$ cat config.mk
export PLATFORM = sky130hd
export DESIGN_NAME = host_status_line_parser
export DESIGN_NICKNAME = d
export VERILOG_FILES = /design/src/sv/hslp_pkg.sv /design/src/sv/host_status_line_parser.sv
export SDC_FILE = /design/constraint.sdc
export NUM_CORES = 1
export LEC_CHECK = 0
export BUFFER_PORTS_ARGS = -buffer_cell sky130_fd_sc_hd__buf_4
export CAP_MARGIN = 5
export CORE_MARGIN = 2
export CORE_UTILIZATION = 35
export CTS_CLUSTER_DIAMETER = 60
export DETAILED_ROUTE_END_ITERATION = 8
export PLACE_DENSITY_LB_ADDON = 0.25
export SYNTH_ARGS = -nofsm -noshare
export SYNTH_HDL_FRONTEND = slang
export SYNTH_SLANG_ARGS = --single-unit
$ cat constraint.sdc
create_clock -name clk -period 5.56 [get_ports clk]
set_input_delay 1.112 -clock clk [delete_from_list [all_inputs] [get_ports clk]]
set_output_delay 1.112 -clock clk [all_outputs]
set_load 0.02 [all_outputs]
$ cat src/sv/hslp_pkg.sv
package hslp_pkg;

    // Default number of byte slots in one collected line.
    localparam int LINE_BYTES_DEF = 64;

    localparam int KIND_W      = 2;
    localparam int PERCENT_W   = 7;
    localparam int TOKENS_W    = 32;
    localparam int STATUS_W    = 48;

    typedef logic [KIND_W-1:0] kind_t;

    localparam kind_t KIND_PONG = 2'd0;
    localparam kind_t KIND_OK   = 2'd1;
    localparam kind_t KIND_ERR  = 2'd2;

    localparam logic [TOKENS_W-1:0] PERCENT_MAX = 32'd100;

    localparam logic [7:0] CHAR_CR    = 8'h0D;
    localparam logic [7:0] CHAR_LF    = 8'h0A;
    localparam logic [7:0] CHAR_NUL   = 8'h00;
    localparam logic [7:0] CHAR_SPACE = 8'h20;
    localparam logic [7:0] CHAR_PLUS  = 8'h2B;
    localparam logic [7:0] CHAR_MINUS = 8'h2D;
    localparam logic [7:0] CHAR_ZERO  = 8'h30;
    localparam logic [7:0] CHAR_NINE  = 8'h39;

    // Number of header bytes that open a status line.
    localparam int LEAD_LEN = 6;
    // Number of bytes of the identity request.
    localparam int PING_LEN = 4;

    // Bytes of the identity request, "PING".
    function automatic logic [7:0] ping_char(input logic [1:0] idx);
        logic [7:0] c;
        case (idx)
            2'd0:    c = 8'h50;
            2'd1:    c = 8'h49;
            2'd2:    c = 8'h4E;
            default: c = 8'h47;
        endcase
        return c;
    endfunction

    // Bytes of the status line header: five capital letters and a space.
    function automatic logic [7:0] lead_char(input logic [2:0] idx);
        logic [7:0] c;
        case (idx)
            3'd0:    c = 8'h43;
            3'd1:    c = 8'h4F;
            3'd2:    c = 8'h44;
            3'd3:    c = 8'h45;
            3'd4:    c = 8'h58;
            3'd5:    c = 8'h20;
            default: c = 8'h00;
        endcase
        return c;
    endfunction

    // Whitespace as the C library classifies it.
    function automatic logic is_blank(input logic [7:0] c);
        return (c == 8'h20) || (c == 8'h09) || (c == 8'h0A) || (c == 8'h0B)
            || (c == 8'h0C) || (c == 8'h0D);
    endfunction

    // Final value of a parsed number: saturated on overflow, else negated
    // modulo 2^32 when a minus sign was seen.
    function automatic logic [TOKENS_W-1:0] number_value(
        input logic [TOKENS_W-1:0] acc,
        input logic                neg,
        input logic                over
    );
        logic [TOKENS_W-1:0] v;
        if (over)
            v = '1;
        else if (neg)
            v = TOKENS_W'(0) - acc;
        else
            v = acc;
        return v;
    endfunction

endpackage

$ cat src/sv/host_status_line_parser.sv
// Host status line parser.
//
// The slave stream takes one byte of the host text link per item. Carriage
// returns are dropped, every other byte except newline is parsed on the fly
// as it arrives, and a newline closes the line and yields exactly one reply
// item on the master stream. The reply carries its kind in m_tuser (pong,
// OK or ERR) and the kept status, as it stands after the line, in m_tdata.
//
// Throughput is one byte per cycle while the input is ready: each byte
// passes through a single parse step (compare, classify and one
// multiply-by-ten add) into the parse registers. A reply is registered
// in the output register in the cycle after its newline is accepted. The
// input stays ready while the output register is empty or being drained,
// so while a reply waits there untaken, the sender stalls for every byte.
//
// Reset clears the parse state, the kept status (all zero, no status
// available) and the output valid flag. There is no clearing pass.

module host_status_line_parser #(
    parameter int LINE_BYTES = hslp_pkg::LINE_BYTES_DEF
) (
    input  logic        clk,
    input  logic        rst_n,
    input  logic        s_tvalid,
    output logic        s_tready,
    input  logic [7:0]  s_tdata,   // [7:0] rx_byte
    output logic        m_tvalid,
    input  logic        m_tready,
    output logic [47:0] m_tdata,   // [6:0] left_percent, [38:7] total_tokens,
                                   // [45:39] week_left_percent,
                                   // [46] week_present, [47] status_available
    output logic [1:0]  m_tuser    // [1:0] reply_kind
);
    import hslp_pkg::*;

    localparam int CNT_W = $clog2(LINE_BYTES);
    localparam logic [CNT_W-1:0] CNT_LAST = CNT_W'(LINE_BYTES - 1);

    // Parse phases.
    localparam logic [3:0] PH_HEAD     = 4'd0;   // matching the header bytes
    localparam logic [3:0] PH_L_BLANK  = 4'd1;   // left percent, before sign
    localparam logic [3:0] PH_L_SIGNED = 4'd2;   // left percent, sign seen
    localparam logic [3:0] PH_L_DIG    = 4'd3;   // left percent digits
    localparam logic [3:0] PH_T_START  = 4'd4;   // token field, nothing yet
    localparam logic [3:0] PH_T_SP     = 4'd5;   // token field is one space
    localparam logic [3:0] PH_T_BLANK  = 4'd6;   // token field, other blanks
    localparam logic [3:0] PH_T_SIGNED = 4'd7;   // token field, sign seen
    localparam logic [3:0] PH_T_DIG    = 4'd8;   // token digits
    localparam logic [3:0] PH_W_START  = 4'd9;   // weekly field, nothing yet
    localparam logic [3:0] PH_W_BLANK  = 4'd10;  // weekly field, blanks
    localparam logic [3:0] PH_W_SIGNED = 4'd11;  // weekly field, sign seen
    localparam logic [3:0] PH_W_DIG    = 4'd12;  // weekly digits
    localparam logic [3:0] PH_BAD      = 4'd13;  // line can only give ERR

    // Line and parse state.
    logic [CNT_W-1:0]     count_reg, count_next;
    logic [3:0]           phase_reg, phase_next;
    logic [2:0]           head_pos_reg, head_pos_next;
    logic                 head_ping_reg, head_ping_next;
    logic                 head_lead_reg, head_lead_next;
    logic [TOKENS_W-1:0]  acc_reg, acc_next;
    logic                 neg_reg, neg_next;
    logic                 over_reg, over_next;
    logic                 ended_reg, ended_next;
    logic [PERCENT_W-1:0] pend_left_reg, pend_left_next;
    logic [TOKENS_W-1:0]  pend_tokens_reg, pend_tokens_next;

    // Kept status.
    logic [PERCENT_W-1:0] kept_left_reg, kept_left_next;
    logic [TOKENS_W-1:0]  kept_tokens_reg, kept_tokens_next;
    logic [PERCENT_W-1:0] kept_week_reg, kept_week_next;
    logic                 kept_week_av_reg, kept_week_av_next;
    logic                 kept_av_reg, kept_av_next;

    // Output register.
    logic                 out_valid_reg, out_valid_next;
    kind_t                out_kind_reg, out_kind_next;
    logic [STATUS_W-1:0]  out_status_reg, out_status_next;

    // Byte classification and arithmetic of the current item.
    logic                 take;
    logic [7:0]           rx;
    logic                 rx_digit;
    logic                 rx_sign;
    logic                 rx_blank;
    logic [3:0]           digit_val;
    logic [TOKENS_W+3:0]  acc_step;
    logic [TOKENS_W-1:0]  num_val;
    logic                 num_pct_ok;
    logic                 head_ping_hit;
    logic                 head_lead_hit;
    kind_t                verdict;
    logic                 upd_status;
    logic [TOKENS_W-1:0]  upd_tokens;
    logic [PERCENT_W-1:0] upd_week;
    logic                 upd_week_av;

    assign s_tready = !out_valid_reg || m_tready;
    assign take     = s_tvalid && s_tready;
    assign rx       = s_tdata;

    assign m_tvalid = out_valid_reg;
    assign m_tdata  = out_status_reg;
    assign m_tuser  = out_kind_reg;

    assign rx_digit  = (rx >= CHAR_ZERO) && (rx <= CHAR_NINE);
    assign rx_sign   = (rx == CHAR_PLUS) || (rx == CHAR_MINUS);
    assign rx_blank  = is_blank(rx);
    assign digit_val = 4'(rx - CHAR_ZERO);

    // One decimal step: acc * 10 + digit, kept wide enough to see overflow.
    assign acc_step = {1'b0, acc_reg, 3'b000} + {3'b000, acc_reg, 1'b0}
                    + {(TOKENS_W)'(0), digit_val};

    assign num_val    = number_value(acc_reg, neg_reg, over_reg);
    assign num_pct_ok = num_val <= PERCENT_MAX;

    assign head_ping_hit = head_ping_reg && (head_pos_reg < 3'(PING_LEN))
                        && (rx == ping_char(head_pos_reg[1:0]));
    assign head_lead_hit = head_lead_reg && (rx == lead_char(head_pos_reg));

    // Verdict for a line that ends in the current phase.
    always_comb
    begin
        verdict     = KIND_ERR;
        upd_status  = 1'b0;
        upd_tokens  = '0;
        upd_week    = '0;
        upd_week_av = 1'b0;
        case (phase_reg)
            PH_HEAD:
            begin
                if (head_ping_reg && (head_pos_reg == 3'(PING_LEN)))
                    verdict = KIND_PONG;
            end
            PH_T_START:
            begin
                verdict    = KIND_OK;
                upd_status = 1'b1;
            end
            PH_T_SP:
            begin
                // A lone space reads as an empty token count and an empty
                // weekly percent.
                verdict     = KIND_OK;
                upd_status  = 1'b1;
                upd_week_av = 1'b1;
            end
            PH_T_DIG:
            begin
                verdict    = KIND_OK;
                upd_status = 1'b1;
                upd_tokens = num_val;
            end
            PH_W_START:
            begin
                verdict     = KIND_OK;
                upd_status  = 1'b1;
                upd_tokens  = pend_tokens_reg;
                upd_week_av = 1'b1;
            end
            PH_W_DIG:
            begin
                if (num_pct_ok)
                begin
                    verdict     = KIND_OK;
                    upd_status  = 1'b1;
                    upd_tokens  = pend_tokens_reg;
                    upd_week    = num_val[PERCENT_W-1:0];
                    upd_week_av = 1'b1;
                end
            end
            default:
            begin
                verdict = KIND_ERR;
            end
        endcase
    end

    always_comb
    begin
        count_next        = count_reg;
        phase_next        = phase_reg;
        head_pos_next     = head_pos_reg;
        head_ping_next    = head_ping_reg;
        head_lead_next    = head_lead_reg;
        acc_next          = acc_reg;
        neg_next          = neg_reg;
        over_next         = over_reg;
        ended_next        = ended_reg;
        pend_left_next    = pend_left_reg;
        pend_tokens_next  = pend_tokens_reg;
        kept_left_next    = kept_left_reg;
        kept_tokens_next  = kept_tokens_reg;
        kept_week_next    = kept_week_reg;
        kept_week_av_next = kept_week_av_reg;
        kept_av_next      = kept_av_reg;
        out_valid_next    = out_valid_reg && !m_tready;
        out_kind_next     = out_kind_reg;
        out_status_next   = out_status_reg;

        if (take && (rx != CHAR_CR))
        begin
            if ((rx == CHAR_LF) || (count_reg == CNT_LAST))
            begin
                // Newline closes the line; a byte that would fill the line
                // buffer is dropped and collection starts over.
                count_next     = '0;
                phase_next     = PH_HEAD;
                head_pos_next  = '0;
                head_ping_next = 1'b1;
                head_lead_next = 1'b1;
                acc_next       = '0;
                neg_next       = 1'b0;
                over_next      = 1'b0;
                ended_next     = 1'b0;
            end
            else
            begin
                count_next = count_reg + 1'b1;
            end

            if (rx == CHAR_LF)
            begin
                if (upd_status)
                begin
                    kept_left_next    = pend_left_reg;
                    kept_tokens_next  = upd_tokens;
                    kept_week_next    = upd_week;
                    kept_week_av_next = upd_week_av;
                    kept_av_next      = 1'b1;
                end
                out_valid_next  = 1'b1;
                out_kind_next   = verdict;
                if (upd_status)
                    out_status_next = {1'b1, upd_week_av, upd_week, upd_tokens,
                                       pend_left_reg};
                else
                    out_status_next = {kept_av_reg, kept_week_av_reg, kept_week_reg,
                                       kept_tokens_reg, kept_left_reg};
            end
            else if ((count_reg != CNT_LAST) && !ended_reg)
            begin
                if (rx == CHAR_NUL)
                begin
                    // The text ends here; later bytes only count length.
                    ended_next = 1'b1;
                end
                else
                begin
                    case (phase_reg)
                        PH_HEAD:
                        begin
                            if (head_pos_reg == 3'(LEAD_LEN - 1))
                                phase_next = head_lead_hit ? PH_L_BLANK : PH_BAD;
                            else if (!head_ping_hit && !head_lead_hit)
                                phase_next = PH_BAD;
                            head_pos_next  = head_pos_reg + 1'b1;
                            head_ping_next = head_ping_hit;
                            head_lead_next = head_lead_hit;
                        end
                        PH_L_BLANK, PH_T_START, PH_T_SP, PH_T_BLANK,
                        PH_W_START, PH_W_BLANK:
                        begin
                            if (rx_digit)
                            begin
                                acc_next = TOKENS_W'(digit_val);
                                case (phase_reg)
                                    PH_L_BLANK: phase_next = PH_L_DIG;
                                    PH_W_START,
                                    PH_W_BLANK: phase_next = PH_W_DIG;
                                    default:    phase_next = PH_T_DIG;
                                endcase
                            end
                            else if (rx_sign)
                            begin
                                neg_next = (rx == CHAR_MINUS);
                                case (phase_reg)
                                    PH_L_BLANK: phase_next = PH_L_SIGNED;
                                    PH_W_START,
                                    PH_W_BLANK: phase_next = PH_W_SIGNED;
                                    default:    phase_next = PH_T_SIGNED;
                                endcase
                            end
                            else if (rx_blank)
                            begin
                                case (phase_reg)
                                    PH_L_BLANK: phase_next = PH_L_BLANK;
                                    PH_T_START: phase_next = (rx == CHAR_SPACE)
                                                             ? PH_T_SP : PH_T_BLANK;
                                    PH_W_START,
                                    PH_W_BLANK: phase_next = PH_W_BLANK;
                                    default:    phase_next = PH_T_BLANK;
                                endcase
                            end
                            else
                            begin
                                phase_next = PH_BAD;
                            end
                        end
                        PH_L_SIGNED, PH_T_SIGNED, PH_W_SIGNED:
                        begin
                            if (rx_digit)
                            begin
                                acc_next = TOKENS_W'(digit_val);
                                case (phase_reg)
                                    PH_L_SIGNED: phase_next = PH_L_DIG;
                                    PH_T_SIGNED: phase_next = PH_T_DIG;
                                    default:     phase_next = PH_W_DIG;
                                endcase
                            end
                            else
                            begin
                                phase_next = PH_BAD;
                            end
                        end
                        PH_L_DIG, PH_T_DIG, PH_W_DIG:
                        begin
                            if (rx_digit)
                            begin
                                // Once saturated the magnitude stays there.
                                if (!over_reg)
                                begin
                                    acc_next  = acc_step[TOKENS_W-1:0];
                                    over_next = |acc_step[TOKENS_W+3:TOKENS_W];
                                end
                            end
                            else if ((rx == CHAR_SPACE) && (phase_reg == PH_L_DIG))
                            begin
                                if (num_pct_ok)
                                begin
                                    pend_left_next = num_val[PERCENT_W-1:0];
                                    phase_next     = PH_T_START;
                                end
                                else
                                begin
                                    phase_next = PH_BAD;
                                end
                                acc_next  = '0;
                                neg_next  = 1'b0;
                                over_next = 1'b0;
                            end
                            else if ((rx == CHAR_SPACE) && (phase_reg == PH_T_DIG))
                            begin
                                pend_tokens_next = num_val;
                                phase_next       = PH_W_START;
                                acc_next         = '0;
                                neg_next         = 1'b0;
                                over_next        = 1'b0;
                            end
                            else
                            begin
                                phase_next = PH_BAD;
                            end
                        end
                        default:
                        begin
                            phase_next = PH_BAD;
                        end
                    endcase
                end
            end
        end
    end

    always_ff @(posedge clk or negedge rst_n)
    begin
        if (!rst_n)
        begin
            count_reg        <= '0;
            phase_reg        <= PH_HEAD;
            head_pos_reg     <= '0;
            head_ping_reg    <= 1'b1;
            head_lead_reg    <= 1'b1;
            acc_reg          <= '0;
            neg_reg          <= 1'b0;
            over_reg         <= 1'b0;
            ended_reg        <= 1'b0;
            pend_left_reg    <= '0;
            pend_tokens_reg  <= '0;
            kept_left_reg    <= '0;
            kept_tokens_reg  <= '0;
            kept_week_reg    <= '0;
            kept_week_av_reg <= 1'b0;
            kept_av_reg      <= 1'b0;
            out_valid_reg    <= 1'b0;
        end
        else
        begin
            count_reg        <= count_next;
            phase_reg        <= phase_next;
            head_pos_reg     <= head_pos_next;
            head_ping_reg    <= head_ping_next;
            head_lead_reg    <= head_lead_next;
            acc_reg          <= acc_next;
            neg_reg          <= neg_next;
            over_reg         <= over_next;
            ended_reg        <= ended_next;
            pend_left_reg    <= pend_left_next;
            pend_tokens_reg  <= pend_tokens_next;
            kept_left_reg    <= kept_left_next;
            kept_tokens_reg  <= kept_tokens_next;
            kept_week_reg    <= kept_week_next;
            kept_week_av_reg <= kept_week_av_next;
            kept_av_reg      <= kept_av_next;
            out_valid_reg    <= out_valid_next;
        end
    end

    // Reply payload needs no reset; it is qualified by m_tvalid.
    always_ff @(posedge clk)
    begin
        out_kind_reg   <= out_kind_next;
        out_status_reg <= out_status_next;
    end

endmodule

==> run metrics <==
CTS resizes=0; die height=just under 200 um; fin worst setup slack=0.694 ns; r2r startpoint=acc_reg[16]$_DFFE_PN0P_; # hold bufs at CTS=0; Slew Viols, Final=0; Post-Syn Instances=1435; clock slew at reported path FFs=0.07 ns; Routed WL per cell=19.0 um; syn_nets=1519; number of clock sinks=188; multi-input combinational cell area=7400 um^2; Fin. Hold Viols=0; remaining global-route overflow=0; post-CTS setup buffers=0; Slew @ Worst Pin=~1.1 ns; Placer Congestion=roughly 0.88; post-synth top area share=26.4%; hold_sp=kept_av_reg$_DFFE_PN0P_; worst-path cell chain=nor4_1 > nand3_1 > o41ai_1 > xor2_1 > nand2_1 > or4_1 > nor4_2 > and2_1 > mux2_4; run status=finished clean; CORE AREA=36400 um^2; Slew headroom=a little over a quarter; via count=11.2k; Hold WC Path Type=flip-flop to flip-flop; Nets=1526; Initial Util=35.3%; CP max stage delay=0.88 ns; worst path arrival time=5.20 ns; CP Class=flip-flop to flip-flop; antenna viol nets, final=0; Yosys warning count=0; syn_area_per_cell=8.97 um^2; fin crit period=4.87 ns; io pins=64; sequential cell area=4960 um^2; cell family with most CP delay=simple AND/OR/NAND/NOR gates; Max Fclk=0.206 GHz; Tcrit/Tclk final=a little under 90%; crit path max fanout=10; initial antenna violation count=3; count of input and output buffers=63; FP Rows=70; top cells by area, synth=dfrtp_1 (26%), edfxtp_1 (12%), ha_1 (6.8%); CTS tree=yes; cell taking the most area after synthesis=dfrtp_1; total global-route track usage=19.5%; vias in the first global route=10.8k; Num CTS Buffers=17; max_cap viols=0; dpl ws=0.660 ns; CP startpoint=acc_reg[16]$_DFFE_PN0P_; Slowest cell on crit path=nor4_1; drt via density=5.80; CTS root buffer=clkbuf_16; unique cell type count in the Yosys netlist=83; TNS Setup=0 ns; P_leak=6.69 nW; Cell Pwr Density=318 nW/um^2; share of cells above drive strength 1=13.3%; final hold slack=between 0.4 and 0.5 ns; fill count=around 3.7k; max FFs per register=48; Post-synth EDFFs=50; clk buf depth=2; Clock Latency Late Sink=0.45 ns; top_reg_cell synth=dfrtp_1; first-pass GRT wire length=59900 um; CP Data Required Time=5.89 ns; Final Routed Wirelength=36600 um; Async SR Flop Fraction=73.4%; Buf/Inv on CP=0; Yosys reg bits=188; setup violators final=0; clock skew=0.0165 ns; Seq/Total Area, Yosys=38.5%; worst IR drop on VDD=~0.17 mV; First-pass DRT Iterations=6; Mapped Area=12900 um^2; Area growth syn-to-layout=11.4%; DRT iter0 DRCs=1112; Setup crit start kind=flip-flop; DIE AREA=38300 um^2; htree depth=4; RSZ-0062 raised after global routing=no; Die X=a little under 200 um; Worst setup EP type=flip-flop; number of remaining DRC errors=0; Detailed Place HPWL=26300 um; largest net degree at the start of global routing=between 60 and 70
-- synthesized netlist by cell type (5+ instances only) --
cell type	instances
a211oi_1	9
xor2_1	22
a21oi_1	96
o21bai_1	6
nand3_1	52
a21o_1	60
o211ai_1	30
or4_1	8
xnor2_1	23
clkbuf_1	86
inv_1	34
or3_1	14
nor3b_1	10
nor4_1	15
mux2_2	41
nand2_1	153
nor3_1	33
dfrtp_1	136
a22o_1	10
o41ai_1	6
and3_1	14
buf_2	7
mux2i_1	12
a22oi_1	7
o31ai_1	11
or2_2	7
edfxtp_1	50
o21ai_0	83
nand2b_1	10
a221o_1	5
nand4_1	19
a31oi_1	26
mux2_1	12
nor2_1	121
ha_1	70
o22ai_1	13
and2_1	7
nor2b_1	16
o221ai_1	5
-- power breakdown --
part / total (mW) / switching (mW) / internal (mW)
logic: 1.62 / 1.06 / 0.553
registers: 1.72 / 0.186 / 1.53
clock network: 1.22 / 0.586 / 0.633
total: 4.55 / 1.84 / 2.72
-- layer usage --
| layer | vias up | GRT usage, % | part of all wire (%) |
|---|---|---|---|
| met3 | 43 | 2.70 | 5.5 |
| li1 | 5342 | - | - |
| met5 | - | 0 | 0 |
| met2 | 352 | 30.9 | 45 |
| met1 | 5419 | 27.7 | 48 |
| met4 | 0 | 6.03 | 1.8 |
-- through the flow --
step,utilization [%],total power [mW],cell area (um^2),std cells
after floorplan,-,2.84,12900,1435
after global placement,37.8,3.33,13800,1890
after detailed placement,37.8,3.33,13800,1890
after CTS,39.3,4.56,14300,1922
after global routing,39.3,4.83,14300,1923
final,39.3,4.55,14300,1924
-- kinds of logic (layout without fill, tap and decap cells) --
family	after synthesis	count (layout)	share of synthesized area [%]
other	0	1	0
multiplexers	68	68	5.92
AO/OA/AOI/OAI	421	421	21.8
flip-flops	188	188	38.5
XOR/XNOR	45	45	3.06
AND/OR/NAND/NOR	505	505	19.3
adder cells (fa/ha/maj)	72	72	7.12
buffers and inverters	136	156	4.27
-- area by class of cell --
class                      instances  share of cell area (%)
multi-input combinational       1111                    51.6
sequential                       188                    34.6
timing repair buffer              90                    4.83
tap                              468                    4.09
clock buffer                      20                    3.05
clock inverter                    12                   0.891
inverter                          34                   0.891
antenna                            1                  0.0175
-- cells in the final DEF, fill, tap and decap left out, drive strengths merged, types with 11 or more instances in the layout --
master,instances
a21o,60
a21oi,96
a31oi,26
and3,14
buf,90
clkbuf,20
dfrtp,136
edfxtp,50
ha,70
inv,41
mux2,56
mux2i,12
nand2,153
nand3,52
nand4,19
nor2,121
nor2b,16
nor3,33
nor4,20
o211ai,30
o21ai,83
o22ai,13
o31ai,11
or3,14
xnor2,23
xor2,22
-- path summary, 6_finish.rpt --
check,end,slack [ns],cells after the start
max,pend_left_reg[5]$_DFFE_PN0P_,0.69,9
min,kept_av_reg$_DFFE_PN0P_,0.47,1
min in group asynchronous,pend_left_reg[1]$_DFFE_PN0P_,0.58,1
max in group asynchronous,head_pos_reg[1]$_DFFE_PN0P_,3.85,2
min reg2reg,kept_av_reg$_DFFE_PN0P_,0.47,1
max reg2reg,pend_left_reg[5]$_DFFE_PN0P_,0.69,9
Note: power is estimated with default switching activity, not from simulation.
